[config.mk]
export PLATFORM = sky130hd
export DESIGN_NAME = ascii_status_frame_parser_top_flat
export DESIGN_NICKNAME = d
export VERILOG_FILES = /design/src/rtl/core/aspf_pkg.sv /design/src/rtl/core/aspf_ifs.sv /design/src/rtl/core/ascii_status_frame_parser_top.sv /design/src/rtl/core/aspf_front.sv /design/src/rtl/core/aspf_queue.sv /design/src/rtl/core/aspf_back.sv /design/src/flat_wrapper.sv
export SDC_FILE = /design/constraint.sdc
export NUM_CORES = 1
export LEC_CHECK = 0
export BUFFER_PORTS_ARGS = -buffer_cell sky130_fd_sc_hd__buf_2
export CAP_MARGIN = 10
export CORE_MARGIN = 2
export CORE_UTILIZATION = 45
export DETAILED_ROUTE_END_ITERATION = 8
export SLEW_MARGIN = 25
export SYNTH_ARGS = -nofsm -noshare
export SYNTH_HDL_FRONTEND = slang
export SYNTH_SLANG_ARGS = --single-unit
export TNS_END_PERCENT = 50
[constraint.sdc]
create_clock -name clk -period 17.47 [get_ports clk]
set_clock_uncertainty 0.05 [all_clocks]
set_input_delay 0.8735 -clock clk [delete_from_list [all_inputs] [get_ports clk]]
set_output_delay 0.8735 -clock clk [all_outputs]
set_load 0.01 [all_outputs]
[src/rtl/core/aspf_pkg.sv]
`default_nettype none
package aspf_pkg;

	localparam int BYTE_W      = 8;
	localparam int KIND_W      = 3;
	localparam int FIELD_W     = 10;
	localparam int DIGIT_W     = 4;
	localparam int QUEUE_DEPTH = 2;

	// frame kinds as reported; PENDING marks a body whose first byte is not in yet
	localparam logic [KIND_W-1:0] KIND_UNKNOWN  = 3'd0;
	localparam logic [KIND_W-1:0] KIND_SETUP    = 3'd1;
	localparam logic [KIND_W-1:0] KIND_CRED     = 3'd2;
	localparam logic [KIND_W-1:0] KIND_CONFIRM  = 3'd3;
	localparam logic [KIND_W-1:0] KIND_CRED_ERR = 3'd4;
	localparam logic [KIND_W-1:0] KIND_STATUS   = 3'd5;
	localparam logic [KIND_W-1:0] KIND_LIGHT    = 3'd6;
	localparam logic [KIND_W-1:0] KIND_PENDING  = 3'd7;

	// byte classes seen by the parser
	typedef enum logic [3:0] {
		CLS_OTHER,
		CLS_DIGIT,
		CLS_A,
		CLS_B,
		CLS_CRLF,
		CLS_S,
		CLS_I,
		CLS_D,
		CLS_P,
		CLS_O,
		CLS_W,
		CLS_E,
		CLS_R,
		CLS_N,
		CLS_V
	} byte_cls_t;

	typedef struct packed {
		byte_cls_t            cls;
		logic [DIGIT_W-1:0]   dval;   // low nibble of the byte, digit value for digits
	} q_entry_t;

	typedef struct packed {
		logic empty;
		logic full;
	} q_stat_t;

endpackage
`default_nettype wire

[src/rtl/core/aspf_ifs.sv]
`default_nettype none
interface aspf_rx_if;
	logic                         valid;
	logic                         ready;
	logic [aspf_pkg::BYTE_W-1:0]  rx_byte;

	modport source (output valid, output rx_byte, input ready);
	modport sink   (input valid, input rx_byte, output ready);
endinterface

interface aspf_res_if;
	logic                          valid;
	logic                          ready;
	logic [aspf_pkg::KIND_W-1:0]   frame_kind;
	logic [aspf_pkg::FIELD_W-1:0]  brightness;
	logic [aspf_pkg::FIELD_W-1:0]  addr_first;
	logic [aspf_pkg::FIELD_W-1:0]  addr_second;
	logic [aspf_pkg::FIELD_W-1:0]  addr_third;
	logic [aspf_pkg::FIELD_W-1:0]  addr_fourth;
	logic [aspf_pkg::FIELD_W-1:0]  battery_level;
	logic [aspf_pkg::FIELD_W-1:0]  firmware_version;

	modport source (output valid, output frame_kind, output brightness, output addr_first,
		output addr_second, output addr_third, output addr_fourth, output battery_level,
		output firmware_version, input ready);
	modport sink   (input valid, input frame_kind, input brightness, input addr_first,
		input addr_second, input addr_third, input addr_fourth, input battery_level,
		input firmware_version, output ready);
endinterface
`default_nettype wire

[src/rtl/core/ascii_status_frame_parser_top.sv]
// channel | dir | payload                                      | beat
// --------+-----+----------------------------------------------+---------------------------
// rx      | in  | rx_byte[7:0]                                 | rx.valid && rx.ready
// res     | out | frame_kind, brightness, addr_first..fourth,  | res.valid && res.ready
//         |     | battery_level, firmware_version              |
//
// Throughput: one byte per cycle sustained while results are taken; each byte is one step of the frame
// parser in the back end, which sets that figure.
// Result path: the type byte's beat writes it into the queue; when it is popped,
// the back end parses it into the result register and res.valid rises; a held
// result delays the pop.
// Reset: arst_n clears all control state at once; no clearing pass, a byte may
// be taken in the first cycle after release.
// Stalls: a held result stops the back end; the queue then fills and rx.ready drops.
`default_nettype none
module ascii_status_frame_parser_top #(
	parameter int QUEUE_DEPTH = aspf_pkg::QUEUE_DEPTH
) (
	input  wire         clk,
	input  wire         arst_n,
	aspf_rx_if.sink     rx,
	aspf_res_if.source  res
);

	aspf_pkg::q_stat_t   q_stat;
	aspf_pkg::q_entry_t  q_in;
	aspf_pkg::q_entry_t  q_out;
	logic                q_push;
	logic                q_pop;

	// front: classify each byte
	aspf_front u_front (
		.rx    (rx),
		.qs    (q_stat),
		.push  (q_push),
		.entry (q_in)
	);

	// short queue decouples byte intake from parsing/result stalls
	aspf_queue #(
		.DEPTH (QUEUE_DEPTH)
	) u_queue (
		.clk       (clk),
		.arst_n    (arst_n),
		.push      (q_push),
		.entry_in  (q_in),
		.pop       (q_pop),
		.entry_out (q_out),
		.stat      (q_stat)
	);

	// back: frame grammar, digit capture, result register
	aspf_back u_back (
		.clk    (clk),
		.arst_n (arst_n),
		.entry  (q_out),
		.qs     (q_stat),
		.pop    (q_pop),
		.res    (res)
	);

	// never pop an empty queue
	a_pop_nonempty: assert property (@(posedge clk) disable iff (!arst_n)
		q_pop |-> !q_stat.empty)
		else $error("queue popped while empty");

	// no byte beat into a full queue
	a_push_room: assert property (@(posedge clk) disable iff (!arst_n)
		(rx.valid && rx.ready) |-> !q_stat.full)
		else $error("byte taken with queue full");

	// non-status results carry zero numbers
	a_zero_fields: assert property (@(posedge clk) disable iff (!arst_n)
		(res.valid && res.frame_kind != aspf_pkg::KIND_STATUS) |->
		(res.brightness == '0 && res.addr_first == '0 && res.addr_second == '0
		&& res.addr_third == '0 && res.addr_fourth == '0 && res.battery_level == '0
		&& res.firmware_version == '0))
		else $error("number fields set on non-status frame");

	// pending marker never leaks out
	a_kind_range: assert property (@(posedge clk) disable iff (!arst_n)
		res.valid |-> res.frame_kind != aspf_pkg::KIND_PENDING)
		else $error("bad frame kind");

endmodule
`default_nettype wire

[src/rtl/core/aspf_front.sv]
`default_nettype none
module aspf_front (
	aspf_rx_if.sink              rx,
	input  aspf_pkg::q_stat_t    qs,
	output logic                 push,
	output aspf_pkg::q_entry_t   entry
);

	localparam logic [7:0] CH_LF = 8'h0A;
	localparam logic [7:0] CH_CR = 8'h0D;
	localparam logic [7:0] CH_0  = 8'h30;
	localparam logic [7:0] CH_9  = 8'h39;
	localparam logic [7:0] CH_A  = 8'h41;
	localparam logic [7:0] CH_B  = 8'h42;
	localparam logic [7:0] CH_D  = 8'h44;
	localparam logic [7:0] CH_E  = 8'h45;
	localparam logic [7:0] CH_I  = 8'h49;
	localparam logic [7:0] CH_N  = 8'h4E;
	localparam logic [7:0] CH_O  = 8'h4F;
	localparam logic [7:0] CH_P  = 8'h50;
	localparam logic [7:0] CH_R  = 8'h52;
	localparam logic [7:0] CH_S  = 8'h53;
	localparam logic [7:0] CH_V  = 8'h56;
	localparam logic [7:0] CH_W  = 8'h57;

	assign rx.ready = !qs.full;
	assign push     = rx.valid && !qs.full;

	always_comb begin
		entry.dval = rx.rx_byte[aspf_pkg::DIGIT_W-1:0];
		unique case (rx.rx_byte) inside
			[CH_0:CH_9]:  entry.cls = aspf_pkg::CLS_DIGIT;
			CH_LF, CH_CR: entry.cls = aspf_pkg::CLS_CRLF;
			CH_A:         entry.cls = aspf_pkg::CLS_A;
			CH_B:         entry.cls = aspf_pkg::CLS_B;
			CH_D:         entry.cls = aspf_pkg::CLS_D;
			CH_E:         entry.cls = aspf_pkg::CLS_E;
			CH_I:         entry.cls = aspf_pkg::CLS_I;
			CH_N:         entry.cls = aspf_pkg::CLS_N;
			CH_O:         entry.cls = aspf_pkg::CLS_O;
			CH_P:         entry.cls = aspf_pkg::CLS_P;
			CH_R:         entry.cls = aspf_pkg::CLS_R;
			CH_S:         entry.cls = aspf_pkg::CLS_S;
			CH_V:         entry.cls = aspf_pkg::CLS_V;
			CH_W:         entry.cls = aspf_pkg::CLS_W;
			default:      entry.cls = aspf_pkg::CLS_OTHER;
		endcase
	end

endmodule
`default_nettype wire

[src/rtl/core/aspf_queue.sv]
`default_nettype none
module aspf_queue #(
	parameter int DEPTH = aspf_pkg::QUEUE_DEPTH
) (
	input  wire                  clk,
	input  wire                  arst_n,
	input  wire                  push,
	input  aspf_pkg::q_entry_t   entry_in,
	input  wire                  pop,
	output aspf_pkg::q_entry_t   entry_out,
	output aspf_pkg::q_stat_t    stat
);

	localparam int PW = $clog2(DEPTH);
	localparam int CW = $clog2(DEPTH + 1);

	aspf_pkg::q_entry_t  mem_q [DEPTH];
	logic [PW-1:0]       wr_ptr_q;
	logic [PW-1:0]       rd_ptr_q;
	logic [CW-1:0]       cnt_q;

	assign stat.empty = (cnt_q == '0);
	assign stat.full  = (cnt_q == CW'(DEPTH));
	assign entry_out  = mem_q[rd_ptr_q];

	always_ff @(posedge clk) begin
		if (push) begin
			mem_q[wr_ptr_q] <= entry_in;
		end
	end

	always_ff @(posedge clk or negedge arst_n) begin
		if (!arst_n) begin
			wr_ptr_q <= '0;
			rd_ptr_q <= '0;
			cnt_q    <= '0;
		end else begin
			if (push) begin
				wr_ptr_q <= (wr_ptr_q == PW'(DEPTH - 1)) ? '0 : wr_ptr_q + 1'b1;
			end
			if (pop) begin
				rd_ptr_q <= (rd_ptr_q == PW'(DEPTH - 1)) ? '0 : rd_ptr_q + 1'b1;
			end
			if (push && !pop) begin
				cnt_q <= cnt_q + 1'b1;
			end else if (pop && !push) begin
				cnt_q <= cnt_q - 1'b1;
			end
		end
	end

endmodule
`default_nettype wire

[src/rtl/core/aspf_back.sv]
`default_nettype none
module aspf_back (
	input  wire                  clk,
	input  wire                  arst_n,
	input  aspf_pkg::q_entry_t   entry,
	input  aspf_pkg::q_stat_t    qs,
	output logic                 pop,
	aspf_res_if.source           res
);

	localparam int FW = aspf_pkg::FIELD_W;
	localparam int DW = aspf_pkg::DIGIT_W;
	localparam int KW = aspf_pkg::KIND_W;

	localparam logic [1:0] PH_HUNT = 2'd0;
	localparam logic [1:0] PH_BODY = 2'd1;
	localparam logic [1:0] PH_TYPE = 2'd2;

	localparam int         LEAD_N   = 3;
	localparam int         ADDR_N   = 12;
	localparam logic [3:0] RUN_MAX  = 4'd15;
	localparam logic [1:0] SMALL_MAX = 2'd3;

	// literal steps
	localparam logic [3:0] ST_SSID_DONE = 4'd4;
	localparam logic [3:0] ST_PW_P      = 4'd5;
	localparam logic [3:0] ST_PW_W      = 4'd6;
	localparam logic [3:0] ST_PWD_DONE  = 4'd7;
	localparam logic [3:0] ST_OWER_END  = 4'd4;
	localparam logic [3:0] ST_POWER_DIG = 4'd5;
	localparam logic [3:0] ST_V_SEEN    = 4'd6;
	localparam logic [3:0] ST_ERSION_END = 4'd11;
	localparam logic [3:0] ST_VER_DIG   = 4'd12;
	localparam logic [3:0] ST_LIT2      = 4'd2;

	function automatic logic [FW-1:0] mul10_add(input logic [FW-1:0] a, input logic [DW-1:0] d);
		logic [13:0] t;
		t = {1'b0, a, 3'b000} + {3'b000, a, 1'b0} + {10'b0, d};
		return t[FW-1:0];
	endfunction

	function automatic logic [FW-1:0] group3(input logic [DW-1:0] a, input logic [DW-1:0] b,
		input logic [DW-1:0] c);
		return {a, 6'b0} + {1'b0, a, 5'b0} + {4'b0, a, 2'b0}
			+ {3'b0, b, 3'b0} + {5'b0, b, 1'b0} + {6'b0, c};
	endfunction

	function automatic aspf_pkg::byte_cls_t ssid_cls(input logic [3:0] s);
		unique case (s)
			4'd0, 4'd1: return aspf_pkg::CLS_S;
			4'd2:       return aspf_pkg::CLS_I;
			default:    return aspf_pkg::CLS_D;
		endcase
	endfunction

	// expected class for step 1..4 of "OWER"
	function automatic aspf_pkg::byte_cls_t ower_cls(input logic [3:0] s);
		unique case (s)
			4'd1:    return aspf_pkg::CLS_O;
			4'd2:    return aspf_pkg::CLS_W;
			4'd3:    return aspf_pkg::CLS_E;
			default: return aspf_pkg::CLS_R;
		endcase
	endfunction

	// expected class for step 6..11 of "ERSION"
	function automatic aspf_pkg::byte_cls_t ersion_cls(input logic [3:0] s);
		unique case (s)
			4'd6:    return aspf_pkg::CLS_E;
			4'd7:    return aspf_pkg::CLS_R;
			4'd8:    return aspf_pkg::CLS_S;
			4'd9:    return aspf_pkg::CLS_I;
			4'd10:   return aspf_pkg::CLS_O;
			default: return aspf_pkg::CLS_N;
		endcase
	endfunction

	logic [1:0]     phase_q, n_phase;
	logic [KW-1:0]  kind_q, n_kind;
	logic [3:0]     step_q, n_step;
	logic           valid_q, n_valid;
	logic [3:0]     cnt_q, n_cnt;
	logic [1:0]     sfd_q, n_sfd;
	logic [FW-1:0]  pwr_q, n_pwr;
	logic [FW-1:0]  ver_q, n_ver;

	logic [DW-1:0]  lead_q [LEAD_N];
	logic [DW-1:0]  sr_q [ADDR_N];

	logic           lead_we, sr_shift, sr_clear, emit;
	logic           is_dig, close_ok;
	logic [DW-1:0]  want;
	logic [KW-1:0]  res_kind;

	logic           out_valid_q;
	logic [KW-1:0]  kind_out_q;
	logic [FW-1:0]  bright_q, a1_q, a2_q, a3_q, a4_q, batt_q, fw_q;

	assign pop    = !qs.empty && (!out_valid_q || res.ready);
	assign is_dig = (entry.cls == aspf_pkg::CLS_DIGIT);

	always_comb begin
		n_phase  = phase_q;
		n_kind   = kind_q;
		n_step   = step_q;
		n_valid  = valid_q;
		n_cnt    = cnt_q;
		n_sfd    = sfd_q;
		n_pwr    = pwr_q;
		n_ver    = ver_q;
		lead_we  = 1'b0;
		sr_shift = 1'b0;
		sr_clear = 1'b0;
		emit     = 1'b0;
		want     = '0;
		if (pop) begin
			unique case (phase_q)
				PH_HUNT: begin
					if (entry.cls == aspf_pkg::CLS_A) begin
						n_phase  = PH_BODY;
						n_kind   = aspf_pkg::KIND_PENDING;
						n_step   = '0;
						n_valid  = 1'b1;
						n_cnt    = '0;
						n_sfd    = '0;
						n_pwr    = '0;
						n_ver    = '0;
						sr_clear = 1'b1;
					end
				end
				PH_BODY: begin
					if (entry.cls == aspf_pkg::CLS_B) begin
						n_phase = PH_TYPE;
					end else if (valid_q) begin
						if (kind_q == aspf_pkg::KIND_PENDING) begin
							if (is_dig && entry.dval >= 4'd1 && entry.dval <= 4'd6) begin
								n_kind = entry.dval[KW-1:0];
							end else begin
								n_kind  = aspf_pkg::KIND_UNKNOWN;
								n_valid = 1'b0;
							end
						end else begin
							unique case (kind_q) inside
								aspf_pkg::KIND_SETUP, aspf_pkg::KIND_CONFIRM: begin
									want = (step_q == '0) ? '0 : {1'b0, kind_q};
									if (step_q < ST_LIT2 && is_dig && entry.dval == want) begin
										n_step = step_q + 1'b1;
									end else begin
										n_valid = 1'b0;
									end
								end
								aspf_pkg::KIND_CRED, aspf_pkg::KIND_CRED_ERR: begin
									if (entry.cls == aspf_pkg::CLS_CRLF) begin
										n_valid = 1'b0;
									end else if (step_q < ST_SSID_DONE) begin
										if (entry.cls == ssid_cls(step_q)) n_step = step_q + 1'b1;
										else n_valid = 1'b0;
									end else if (step_q < ST_PWD_DONE) begin
										// hunt for "PWD" with restart on mismatch
										if (entry.cls == aspf_pkg::CLS_P) n_step = ST_PW_P;
										else if (step_q == ST_PW_P && entry.cls == aspf_pkg::CLS_W)
											n_step = ST_PW_W;
										else if (step_q == ST_PW_W && entry.cls == aspf_pkg::CLS_D)
											n_step = ST_PWD_DONE;
										else n_step = ST_SSID_DONE;
									end
								end
								aspf_pkg::KIND_STATUS: begin
									if (step_q == '0) begin
										if (is_dig) begin
											if (cnt_q < RUN_MAX) begin
												if (cnt_q < 4'(LEAD_N)) lead_we = 1'b1;
												else sr_shift = 1'b1;
												n_cnt = cnt_q + 1'b1;
											end
										end else if (entry.cls == aspf_pkg::CLS_P && cnt_q >= 4'd2) begin
											n_step = 4'd1;
										end else begin
											n_valid = 1'b0;
										end
									end else if (step_q <= ST_OWER_END) begin
										if (entry.cls == ower_cls(step_q)) n_step = step_q + 1'b1;
										else n_valid = 1'b0;
									end else if (step_q == ST_POWER_DIG) begin
										if (is_dig && sfd_q < SMALL_MAX) begin
											n_pwr = mul10_add(pwr_q, entry.dval);
											n_sfd = sfd_q + 1'b1;
										end else if (entry.cls == aspf_pkg::CLS_V && sfd_q != '0) begin
											n_step = ST_V_SEEN;
											n_sfd  = '0;
										end else begin
											n_valid = 1'b0;
										end
									end else if (step_q <= ST_ERSION_END) begin
										if (entry.cls == ersion_cls(step_q)) n_step = step_q + 1'b1;
										else n_valid = 1'b0;
									end else begin
										if (is_dig && sfd_q < SMALL_MAX) begin
											n_ver = mul10_add(ver_q, entry.dval);
											n_sfd = sfd_q + 1'b1;
										end else begin
											n_valid = 1'b0;
										end
									end
								end
								aspf_pkg::KIND_LIGHT: begin
									if (is_dig && sfd_q < SMALL_MAX) begin
										n_pwr = mul10_add(pwr_q, entry.dval);
										n_sfd = sfd_q + 1'b1;
									end else begin
										n_valid = 1'b0;
									end
								end
								default: n_valid = 1'b0;
							endcase
						end
					end
				end
				PH_TYPE: begin
					emit    = 1'b1;
					n_phase = PH_HUNT;
				end
				default: n_phase = PH_HUNT;
			endcase
		end
	end

	// frame close: type byte repeats the body's first character; body complete (end step; light: a digit)
	always_comb begin
		close_ok = valid_q && kind_q != aspf_pkg::KIND_UNKNOWN
			&& kind_q != aspf_pkg::KIND_PENDING && is_dig && entry.dval == {1'b0, kind_q};
		unique case (kind_q) inside
			aspf_pkg::KIND_SETUP, aspf_pkg::KIND_CONFIRM:
				close_ok = close_ok && step_q == ST_LIT2;
			aspf_pkg::KIND_CRED, aspf_pkg::KIND_CRED_ERR:
				close_ok = close_ok && step_q == ST_PWD_DONE;
			aspf_pkg::KIND_STATUS:
				close_ok = close_ok && step_q == ST_VER_DIG && sfd_q != '0;
			default:
				close_ok = close_ok && sfd_q != '0;
		endcase
		res_kind = close_ok ? kind_q : aspf_pkg::KIND_UNKNOWN;
	end

	always_ff @(posedge clk or negedge arst_n) begin
		if (!arst_n) begin
			phase_q <= PH_HUNT;
			kind_q  <= aspf_pkg::KIND_UNKNOWN;
			step_q  <= '0;
			valid_q <= 1'b1;
			cnt_q   <= '0;
			sfd_q   <= '0;
			pwr_q   <= '0;
			ver_q   <= '0;
		end else begin
			phase_q <= n_phase;
			kind_q  <= n_kind;
			step_q  <= n_step;
			valid_q <= n_valid;
			cnt_q   <= n_cnt;
			sfd_q   <= n_sfd;
			pwr_q   <= n_pwr;
			ver_q   <= n_ver;
		end
	end

	// run digits: first three kept apart, the rest shift in from the low end
	always_ff @(posedge clk) begin
		if (lead_we) begin
			lead_q[cnt_q[1:0]] <= entry.dval;
		end
		if (sr_clear) begin
			for (int i = 0; i < ADDR_N; i++) sr_q[i] <= '0;
		end else if (sr_shift) begin
			sr_q[0] <= entry.dval;
			for (int i = 1; i < ADDR_N; i++) sr_q[i] <= sr_q[i-1];
		end
	end

	always_ff @(posedge clk or negedge arst_n) begin
		if (!arst_n) begin
			out_valid_q <= 1'b0;
		end else if (emit) begin
			out_valid_q <= 1'b1;
		end else if (res.ready) begin
			out_valid_q <= 1'b0;
		end
	end

	always_ff @(posedge clk) begin
		if (emit) begin
			kind_out_q <= res_kind;
			bright_q <= '0;
			a1_q     <= '0;
			a2_q     <= '0;
			a3_q     <= '0;
			a4_q     <= '0;
			batt_q   <= '0;
			fw_q     <= '0;
			if (res_kind == aspf_pkg::KIND_STATUS) begin
				batt_q <= pwr_q;
				fw_q   <= ver_q;
				a2_q   <= group3(sr_q[5], sr_q[4], sr_q[3]);
				a3_q   <= group3(sr_q[8], sr_q[7], sr_q[6]);
				a4_q   <= group3(sr_q[11], sr_q[10], sr_q[9]);
				if (cnt_q == 4'd2) begin
					bright_q <= {{(FW-DW){1'b0}}, lead_q[0]};
					a1_q     <= {{(FW-DW){1'b0}}, lead_q[1]};
				end else if (cnt_q == 4'd3) begin
					bright_q <= group3('0, lead_q[0], lead_q[1]);
					a1_q     <= {{(FW-DW){1'b0}}, lead_q[2]};
				end else begin
					bright_q <= group3(lead_q[0], lead_q[1], lead_q[2]);
					a1_q     <= group3(sr_q[2], sr_q[1], sr_q[0]);
				end
			end
		end
	end

	assign res.valid            = out_valid_q;
	assign res.frame_kind       = kind_out_q;
	assign res.brightness       = bright_q;
	assign res.addr_first       = a1_q;
	assign res.addr_second      = a2_q;
	assign res.addr_third       = a3_q;
	assign res.addr_fourth      = a4_q;
	assign res.battery_level    = batt_q;
	assign res.firmware_version = fw_q;

endmodule
`default_nettype wire
[src/flat_wrapper.sv]
// flat-port wrapper written by rule: the top's interface ports become plain ports
module ascii_status_frame_parser_top_flat 
#(
	parameter int QUEUE_DEPTH = aspf_pkg::QUEUE_DEPTH
)
  (clk, arst_n, rx_valid, rx_rx_byte, rx_ready, res_valid, res_frame_kind, res_brightness, res_addr_first, res_addr_second, res_addr_third, res_addr_fourth, res_battery_level, res_firmware_version, res_ready);
  aspf_rx_if rx_i ();
  aspf_res_if res_i ();
  input  wire clk;
  input  wire arst_n;
  input wire logic [$bits(rx_i.valid)-1:0] rx_valid;
  input wire logic [$bits(rx_i.rx_byte)-1:0] rx_rx_byte;
  output wire logic [$bits(rx_i.ready)-1:0] rx_ready;
  output wire logic [$bits(res_i.valid)-1:0] res_valid;
  output wire logic [$bits(res_i.frame_kind)-1:0] res_frame_kind;
  output wire logic [$bits(res_i.brightness)-1:0] res_brightness;
  output wire logic [$bits(res_i.addr_first)-1:0] res_addr_first;
  output wire logic [$bits(res_i.addr_second)-1:0] res_addr_second;
  output wire logic [$bits(res_i.addr_third)-1:0] res_addr_third;
  output wire logic [$bits(res_i.addr_fourth)-1:0] res_addr_fourth;
  output wire logic [$bits(res_i.battery_level)-1:0] res_battery_level;
  output wire logic [$bits(res_i.firmware_version)-1:0] res_firmware_version;
  input wire logic [$bits(res_i.ready)-1:0] res_ready;
  assign rx_i.valid = rx_valid;
  assign rx_i.rx_byte = rx_rx_byte;
  assign rx_ready = rx_i.ready;
  assign res_valid = res_i.valid;
  assign res_frame_kind = res_i.frame_kind;
  assign res_brightness = res_i.brightness;
  assign res_addr_first = res_i.addr_first;
  assign res_addr_second = res_i.addr_second;
  assign res_addr_third = res_i.addr_third;
  assign res_addr_fourth = res_i.addr_fourth;
  assign res_battery_level = res_i.battery_level;
  assign res_firmware_version = res_i.firmware_version;
  assign res_i.ready = res_ready;
  ascii_status_frame_parser_top #(.QUEUE_DEPTH(QUEUE_DEPTH)) u_core (.clk(clk), .arst_n(arst_n), .rx(rx_i), .res(res_i));
endmodule
==> results of run 1 <==
critical path, cell delays in order, from the launching register on:
cell	delay (ns)
dfrtp_1	0.93
mux2i_1	0.74
o22ai_1	0.21
nor3_2	0.28
nand4_1	0.31
nor2_2	0.16
buf_4	0.34
nand3_1	0.35
nor3_1	0.27
Yosys cell counts, types with 6 or more instances:
library cell	instances	area share
inv_1	54	0.017
nor2_1	74	0.023
xor2_1	16	0.012
nor2b_1	26	0.013
o31ai_1	8	0.0049
o21ai_0	41	0.017
buf_2	11	0.0045
mux2i_1	7	0.0058
dfrtp_1	40	0.082
a21oi_1	44	0.018
a311oi_1	8	0.0058
nor3_1	21	0.0087
nor3b_1	6	0.0037
o211ai_1	6	0.0037
clkbuf_1	27	0.0083
and2_1	83	0.043
nand2_1	82	0.025
nand2b_1	13	0.0067
ha_1	122	0.13
xnor2_1	38	0.027
fa_1	41	0.068
and3b_1	6	0.0043
nand3_1	10	0.0041
a21o_1	25	0.015
edfxtp_1	149	0.37
routing by layer:
layer / vias up / wire, um / GRT usage
met5: - / 0 / 0
met3: 27 / 684 / 0.02727
met1: 3938 / 11550 / 0.2397
met4: 0 / 409 / 0.05547
met2: 142 / 12120 / 0.3108
li1: 3997 / - / -
worst max-delay path by stage:
stage                                            endpoint  slack [ns]
after global placement    u_core.u_back.res.brightness[1]       13.59
after detailed placement  u_core.u_back.res.brightness[1]       13.57
after CTS                 u_core.u_back.res.brightness[1]       13.55
after floorplan                   u_core.u_back.res.valid       10.15
final                     u_core.u_back.res.addr_first[5]       13.67
after global routing      u_core.u_back.res.addr_first[5]       13.26
metrics by stage:
step,utilization,cell area (um2),setup slack [ns],total power [mW]
after floorplan,-,12150,10.15,1.049
after global placement,0.4806,12840,13.59,1.173
after detailed placement,0.4809,12850,13.57,1.176
after CTS,0.5023,13430,13.55,1.561
after global routing,0.5025,13430,13.26,1.666
final,0.5025,13430,13.67,1.549
kinds of logic after synthesis:
family                     after synthesis  share of synthesized area
muxes                                   13                    0.01195
xor gates and xnor gates                54                    0.03894
DFF                                    190                     0.4530
buffers and inverters                   99                    0.03420
adders and majority gates              163                     0.1933
AOI/OAI and AO/OA                      197                     0.1100
and+or+nand+nor                        365                     0.1587
registers in the layout, summed over array words and instances, names as in the netlist, 3 cells and up:
register and cells:
u_core.u_back.res.addr_fourth 10, u_core.u_back.sr_q 48, u_core.u_back.res.addr_first 10, u_core.u_back.res.battery_level 10, u_core.u_back.res.frame_kind 3, u_core.u_back.lead_q 12
u_core.u_queue.mem_q 16, u_core.u_back.res.firmware_version 10, u_core.u_back.res.addr_second 10, u_core.u_back.kind_q 3, u_core.u_back.pwr_q 10, u_core.u_back.res.brightness 10
u_core.u_back.ver_q 10, u_core.u_back.cnt_q 4, u_core.u_back.res.addr_third 10, u_core.u_back.step_q 4
power by group through the flow:
stage | Sequential [mW] | Clock [mW] | Combinational, mW
floorplan | 0.589 | 0 | 0.459
global placement | 0.626 | 0 | 0.548
detailed placement | 0.627 | 0 | 0.549
CTS | 0.617 | 0.390 | 0.555
global route | 0.627 | 0.411 | 0.628
finish | 0.617 | 0.381 | 0.550
layout make-up:
cell class,instances,area (um2)
Multi-Input combinational cell,792,6251
Clock inverter,15,147.6
Sequential cell,190,5502
Timing Repair Buffer,91,470.5
Inverter,55,206.4
Clock buffer,17,425.4
Fill cell,2386,13300
Tap cell,341,426.7
==> results.toml, run 1 <==
[critical_path]
type_of_the_setup_path_with_the_least_slack = "reg -> reg"
timing.rr.end = "u_core.u_back.res.addr_first[5]"
crit_required_ns = 17.69
critical_path.startpoint_type = "register"
maximum_fanout_along_the_worst_path = 34
worstSetupStartpoint = "u_core.u_queue.rd_ptr_q"
r2r_path_start = "u_core.u_queue.rd_ptr_q"
r2r_cells = 8
data_arrival_time_of_the_critical_path_ns = 4.02
crit_path_end_kind = "register"
r2r_slack_ns = 13.67

[sta]
post_route_fraction_of_the_period_consumed_by_the_critical_path = 0.2175
worst_slew_margin_rel = 0.3783
rsz0062_at_grt = "false"
report.final.hold_viol_count = 0
setup_total_neg_slack_ns = 0
achievable-frequency_mhz = 263.2
tightestPinTransition_ns = 0.9295
slew_viol_final = 0
timing.final.crit_period_ns = 3.799
timing.final.setup_violations = 0
hold_slack_ns = 0.3730

[power]
pwr-share-seq = 0.398
internal-power_mw = 0.9643
netSwitchingFraction = 0.3773
pwr_dens_mw_per_mm2 = 115.3
share_clk_of_total_power = 0.246
ir_drop_worst_vdd_v = 0.00008539
share_comb_of_total_power = 0.355
p_switching_mw = 0.5843
power_leakage_nw = 5.671

[yosys]
synth-edff-count = 149
ys.flop_type = "edfxtp_1"
synth_sequential_area_ratio = 0.4530
syn-num-nets = 1256
post_syn_area_per_cell_um2 = 11.24
netlist_instances = 1081
synth-seq-cells = 190
synth-async-reset-ratio = 0.2158
syn-cell-area_mm2 = 0.01215
synth.distinct_cells = 79
yosys_warnings = 0

[global_routing]
grt_first_pass_wirelength_mm = 41.14
antenna_found_initial = 0
grt_max_degree = 49
vias_in_the_first_global_route = 7963
grt_util_all_layers = 0.1818
globalRouteOverflowTotal = 0

[placement]
io_buffer_count = 86
hpwl_mm = 18.29
placed_cells_incl_taps = 1469
gp_congestion = 0.8683

[floorplanning]
die_area_mm2 = 0.02832
floorplan.die.height_um = 168.3
starting_density_of_the_core = 0.4544
die_width_um = 168.3
coreArea_mm2 = 0.02673
row_count = 60
io_pins = 87

[detailed_routing]
remaining_drc_errors = 0
via_count = 8104
first_pass_iters = 4
route.detailed.wl_per_inst_um = 16.50
vias_per_cell = 5.399
route.final.wire_length_mm = 24.77
dr.first_iter.drc_count = 498
antenna_violating_nets_post_route = 0

[finish]
post_route_cells_drive_above_1_share = 0.1336
antenna_cells_inserted = 0
finalNetCount = 1322
post_layout_nonfiller_instances = 1501
final_cell_mix = "edfxtp_1, ha_1, buf_2"
layout.cells.most_common = "edfxtp_1"
syn2layout_area_growth_pct = 10.57

[outcome]
outcome = "finished, final reports clean"

[clock_network]
insertion_delay_ns = 0.44
clock-root-buffer = "clkbuf_16"
post-cts-setup-buffer-count = 0
cts_max_path_buffers = 2
cts_max_level = 4
cts_hold_repair.buffers = 0
clkSinkCount = 190
clk_pin_slew_ns = 0.08
postCtsResizedCells = 0
clock_tree_from_tritoncts = "done"
cts_buffers = 17

[run]
max_cap_violations = 0

[hold_path]
hold_class = "in -> async"
Power figures use the tool's default switching activity.
==> inputs of run 2 (changes only) <==
==> constraint.sdc (replaced) <==
create_clock -name clk -period 3.6 [get_ports clk]
set_clock_uncertainty 0.05 [all_clocks]
set_input_delay 0.18 -clock clk [delete_from_list [all_inputs] [get_ports clk]]
set_output_delay 0.18 -clock clk [all_outputs]
set_load 0.01 [all_outputs]
==> run 2 against run 1 <==
Register-to-register slack worse by 13 ns; routed wire length is 1.8% lower; via count is 0.49% higher; sequential share of layout area is 0.40 points lower; first-iteration DRC count is 4.2% lower; final cell count is 1.3% higher; sequential cell count stayed put; critical path depth is 3 higher; core utilization is 0.50 points higher; non-clock buffer count is 20 higher.
==> results.toml, run 2 (synthesis results as in run 1) <==
[critical_path]
maximum_fanout_along_the_worst_path = 6
critical_path.startpoint_type = "register"
crit_required_ns = 3.86
crit_path_end_kind = "register"
type_of_the_setup_path_with_the_least_slack = "reg -> reg"
data_arrival_time_of_the_critical_path_ns = 3.48

[sta]
timing.final.setup_violations = 0
rsz0062_at_grt = "false"
hold_slack_ns = 0.03177
worst_slew_margin_rel = 0.4977
slew_viol_final = 0
achievable-frequency_mhz = 310.2
timing.final.crit_period_ns = 3.223
post_route_fraction_of_the_period_consumed_by_the_critical_path = 0.8954
report.final.hold_viol_count = 0
tightestPinTransition_ns = 0.7535

[floorplanning]
die_width_um = 168.3
io_pins = 87
floorplan.die.height_um = 168.3
die_area_mm2 = 0.02832
coreArea_mm2 = 0.02673
row_count = 60
starting_density_of_the_core = 0.4544

[detailed_routing]
via_count = 8144
first_pass_iters = 8
route.detailed.wl_per_inst_um = 16.00
route.final.wire_length_mm = 24.33
remaining_drc_errors = 0
dr.first_iter.drc_count = 477
vias_per_cell = 5.354
antenna_violating_nets_post_route = 0

[global_routing]
globalRouteOverflowTotal = 0
antenna_found_initial = 0
vias_in_the_first_global_route = 8095
grt_util_all_layers = 0.1778
grt_max_degree = 75
grt_first_pass_wirelength_mm = 40.60

[clock_network]
insertion_delay_ns = 0.42
clkSinkCount = 190
clk_pin_slew_ns = 0.07
cts_max_path_buffers = 2
clock_tree_from_tritoncts = "done"
cts_buffers = 17
clock-root-buffer = "clkbuf_16"
postCtsResizedCells = 0
cts_max_level = 4

[placement]
hpwl_mm = 18.12
io_buffer_count = 86
postPlaceCellArea_mm2 = 0.01302
gp_congestion = 0.8722

[finish]
syn2layout_area_growth_pct = 11.66
area.sequential_mm2 = 0.005502
fillCellCount = 2475
finalInstanceArea_mm2 = 0.01356
post_route_cells_drive_above_1_share = 0.1441
final_cell_mix = "edfxtp_1, ha_1, buf_2"
multi_input_comb_area_mm2 = 0.006242
antenna_cells_inserted = 0
layout.cells.most_common = "edfxtp_1"
max_flop_register = "u_core.u_back.sr_q"
largest_register_ffs = 48
finalNetCount = 1342

[power]
pwr_dens_mw_per_mm2 = 554.9
power_leakage_nw = 5.744
ir_drop_worst_vdd_v = 0.0002930
total_power_mw = 7.525

[outcome]
outcome = "finished, final reports clean"

[run]
max_cap_violations = 0

[hold_path]
hold_class = "in -> reg"
## run 2: cell types whose count changed in the layout (fill, tap and decap cells not counted), moves of 2 or more
cell	change
buf_12	+2
inv_8	-2
clkinvlp_4	+2
buf_4	+17
clkinv_8	-2
## run 2: metal layers
layer / share of wire / global-route usage / vias up / wire [um]
met1: 0.46 / 0.2333 / 3924 / 11090
met4: 0.014 / 0.04948 / 0 / 341
li1: - / - / 4034 / -
met2: 0.50 / 0.3076 / 160 / 12120
met3: 0.032 / 0.02656 / 26 / 777
met5: 0 / 0 / - / 0
## run 2: layout make-up
cell class	count	share of cell area
Multi-Input combinational cell	792	0.4603
Sequential cell	190	0.4057
Inverter	55	0.01522
Clock buffer	18	0.03164
Timing Repair Buffer	111	0.04779
Tap cell	341	0.03146
Clock inverter	14	0.007934
## run 2: critical path, stage by stage (launching register included)
cell and delay [ns]:
dfrtp_1 0.37, mux2i_1 0.29, inv_1 0.22, fa_1 0.49, ha_1 0.31, a21o_1 0.15
a21oi_1 0.23, o21bai_1 0.12, a2111oi_0 0.49, nor3_1 0.15, xnor2_1 0.16, o21ai_0 0.08
## run 2: repair_timing
action	CTS	global route
hold buffers	1	0
buffers inserted	0	0
hold endpoints to repair	40	0
## run 2: metrics by stage
step                        util  TNS, ns  setup WS [ns]  std cells
after global placement    0.4869        0         0.3949       1488
after CTS                 0.5074        0         0.3559       1521
after detailed placement  0.4870        0         0.3642       1488
after floorplan                -   -5.102        -0.1063       1081
after global routing      0.5074        0         0.1109       1521
final                     0.5074        0         0.3766       1521
## run 2: power by group
group	switching (mW)	internal, mW
Combinational	1.69	1.21
Sequential	0.228	2.64
Clock	0.859	0.898
Total	2.78	4.75
## run 2: final timing paths
path,from,to,slack (ns),depth (start not counted)
min,rx_rx_byte[0],u_core.u_queue.mem_q[1][0],0.03,1
max,u_core.u_queue.rd_ptr_q,u_core.u_back.pwr_q[9],0.38,11
max reg2reg,u_core.u_queue.rd_ptr_q,u_core.u_back.pwr_q[9],0.38,11
min in group asynchronous,arst_n,u_core.u_back.ver_q[7],0.25,2
max in group asynchronous,arst_n,u_core.u_back.cnt_q[3],2.82,2
min reg2reg,u_core.u_back.pwr_q[9],u_core.u_back.pwr_q[9],0.44,2
==> inputs of run 3 (changes only) <==
--- a/config.mk
+++ b/config.mk
@@ -7,9 +7,11 @@
 export LEC_CHECK = 0
 export BUFFER_PORTS_ARGS = -buffer_cell sky130_fd_sc_hd__buf_2
 export CAP_MARGIN = 10
+export CORE_ASPECT_RATIO = 1.25
 export CORE_MARGIN = 2
 export CORE_UTILIZATION = 45
 export DETAILED_ROUTE_END_ITERATION = 8
+export SETUP_SLACK_MARGIN = 0.5
 export SLEW_MARGIN = 25
 export SYNTH_ARGS = -nofsm -noshare
 export SYNTH_HDL_FRONTEND = slang
==> run 3 against run 2 <==
Via count rose by 5.0%; non-clock buffer count grew 55; core utilization rose by 2.5 points; setup slack improved by 0.083 ns; sequential share of layout area down 1.8 points; sequential power about the same.
==> results.toml, run 3 (synthesis results as in run 1) <==
[placement]
postPlaceCellArea_mm2 = 0.01310
hpwl_mm = 18.97
pre_cts_ws_ns = 0.3418
io_buffer_count = 86
gp_congestion = 0.8714
placed_cells_incl_taps = 1500

[power]
total_power_mw = 8.033
ir_drop_worst_vdd_v = 0.0004272
power_leakage_nw = 6.060
pwr_dens_mw_per_mm2 = 566.4

[critical_path]
type_of_the_setup_path_with_the_least_slack = "reg -> reg"
maximum_fanout_along_the_worst_path = 2
r2r_slack_ns = 0.46
r2r_cells = 12
crit_path_end_kind = "register"
data_arrival_time_of_the_critical_path_ns = 3.29
critical_path.startpoint_type = "register"
crit_required_ns = 3.75

[finish]
max_flop_register = "u_core.u_back.sr_q"
finalInstanceArea_mm2 = 0.01418
largest_register_ffs = 48
finalNetCount = 1397
syn2layout_area_growth_pct = 16.77
finalCoreUtilization = 0.5320
post_route_cells_drive_above_1_share = 0.2105
layout.cells.most_common = "edfxtp_1"
antenna_cells_inserted = 0
post_layout_nonfiller_instances = 1580
final_cell_mix = "edfxtp_1, ha_1, buf_2"

[detailed_routing]
dr.first_iter.drc_count = 500
route.detailed.wl_per_inst_um = 16.38
route.final.wire_length_mm = 25.89
via_count = 8548
remaining_drc_errors = 0
first_pass_iters = 6
vias_per_cell = 5.410
antenna_violating_nets_post_route = 0

[clock_network]
cts_max_path_buffers = 2
cts_max_level = 4
clock-root-buffer = "clkbuf_16"
clock_tree_from_tritoncts = "done"
clk_pin_slew_ns = 0.07
clkSinkCount = 190
cts_buffers = 17
insertion_delay_ns = 0.44

[sta]
post_route_fraction_of_the_period_consumed_by_the_critical_path = 0.8723
rsz0062_at_grt = "true"
hold_slack_ns = 0.03278
tightestPinTransition_ns = 0.7510
setup_total_neg_slack_ns = 0
timing.final.crit_period_ns = 3.140
worst_slew_margin_rel = 0.4993
worst_slack_ns = 0.4598
timing.final.setup_violations = 0
slew_viol_final = 0
achievable-frequency_mhz = 318.4
report.final.hold_viol_count = 0

[global_routing]
grt_max_degree = 49
antenna_found_initial = 0
globalRouteOverflowTotal = 0
grt_first_pass_wirelength_mm = 42.92
grt_util_all_layers = 0.1918
vias_in_the_first_global_route = 8623

[floorplanning]
floorplan.die.height_um = 187.7
row_count = 67
coreArea_mm2 = 0.02666
die_area_mm2 = 0.02833
starting_density_of_the_core = 0.4556
io_pins = 87
die_width_um = 150.9

[outcome]
outcome = "finished, final reports clean"

[run]
max_cap_violations = 0

[hold_path]
hold_class = "in -> reg"
worst_hold_path.num_cells = 1
run 3: changes by cell type in the layout (fill, tap and decap cells not counted), sizes merged:
cell	change
buf	+53
bufinv	+3
clkinvlp	-2
dlygate4sd3	+2
clkinv	-1
run 3: worst max-delay path, stage by stage (launching register included):
cell      delay (ns)
edfxtp_1        0.43
fa_1            0.52
fa_1            0.56
ha_2            0.20
inv_2           0.05
fa_2            0.35
nor2b_2         0.13
o21ai_1         0.08
nand2b_1        0.12
a21o_1          0.13
a21oi_1         0.08
xnor2_1         0.15
nor2_1          0.05
run 3: report_power, final:
| part | internal (mW) | switching [mW] | leakage, nW |
|---|---|---|---|
| sequential | 2.64 | 0.233 | 1.95 |
| clock | 1.11 | 0.874 | 0.298 |
| combinational | 1.39 | 1.78 | 3.81 |
run 3: metal layers:
metal  share of wire  vias up  GRT usage
met5               0        -          0
met4           0.027        0    0.07189
met3           0.031       40    0.02871
met2            0.53      146     0.3449
met1            0.41     4217     0.2293
li1                -     4145          -
run 3: what timing repair did:
item | CTS | global route
endpoints found under the setup margin | 30 | 65
endpoints found under the hold margin | 23 | 0
pin swaps | 15 | 17
resized for setup | 18 | 28
hold buffers | 3 | 0
buffers inserted | 33 | 12
run 3: final timing paths:
kind | startpoint | endpoint
max | u_core.u_back.sr_q[2][2] | u_core.u_back.res.addr_second[9]
min | rx_rx_byte[3] | u_core.u_queue.mem_q[1][3]
max reg2reg | u_core.u_back.sr_q[2][2] | u_core.u_back.res.addr_second[9]
min reg2reg | u_core.u_back.pwr_q[9] | u_core.u_back.pwr_q[9]
max in group asynchronous | arst_n | u_core.u_back.valid_q
min in group asynchronous | arst_n | u_core.u_back.ver_q[4]
run 3: layout make-up:
cell class | count | area (um2)
Fill cell | 2420 | 12480
Multi-Input combinational cell | 792 | 6350
Sequential cell | 190 | 5503
Timing Repair Buffer | 166 | 1082
Tap cell | 345 | 431.7
Clock buffer | 18 | 429.2
Inverter | 55 | 206.4
Clock inverter | 14 | 180.2
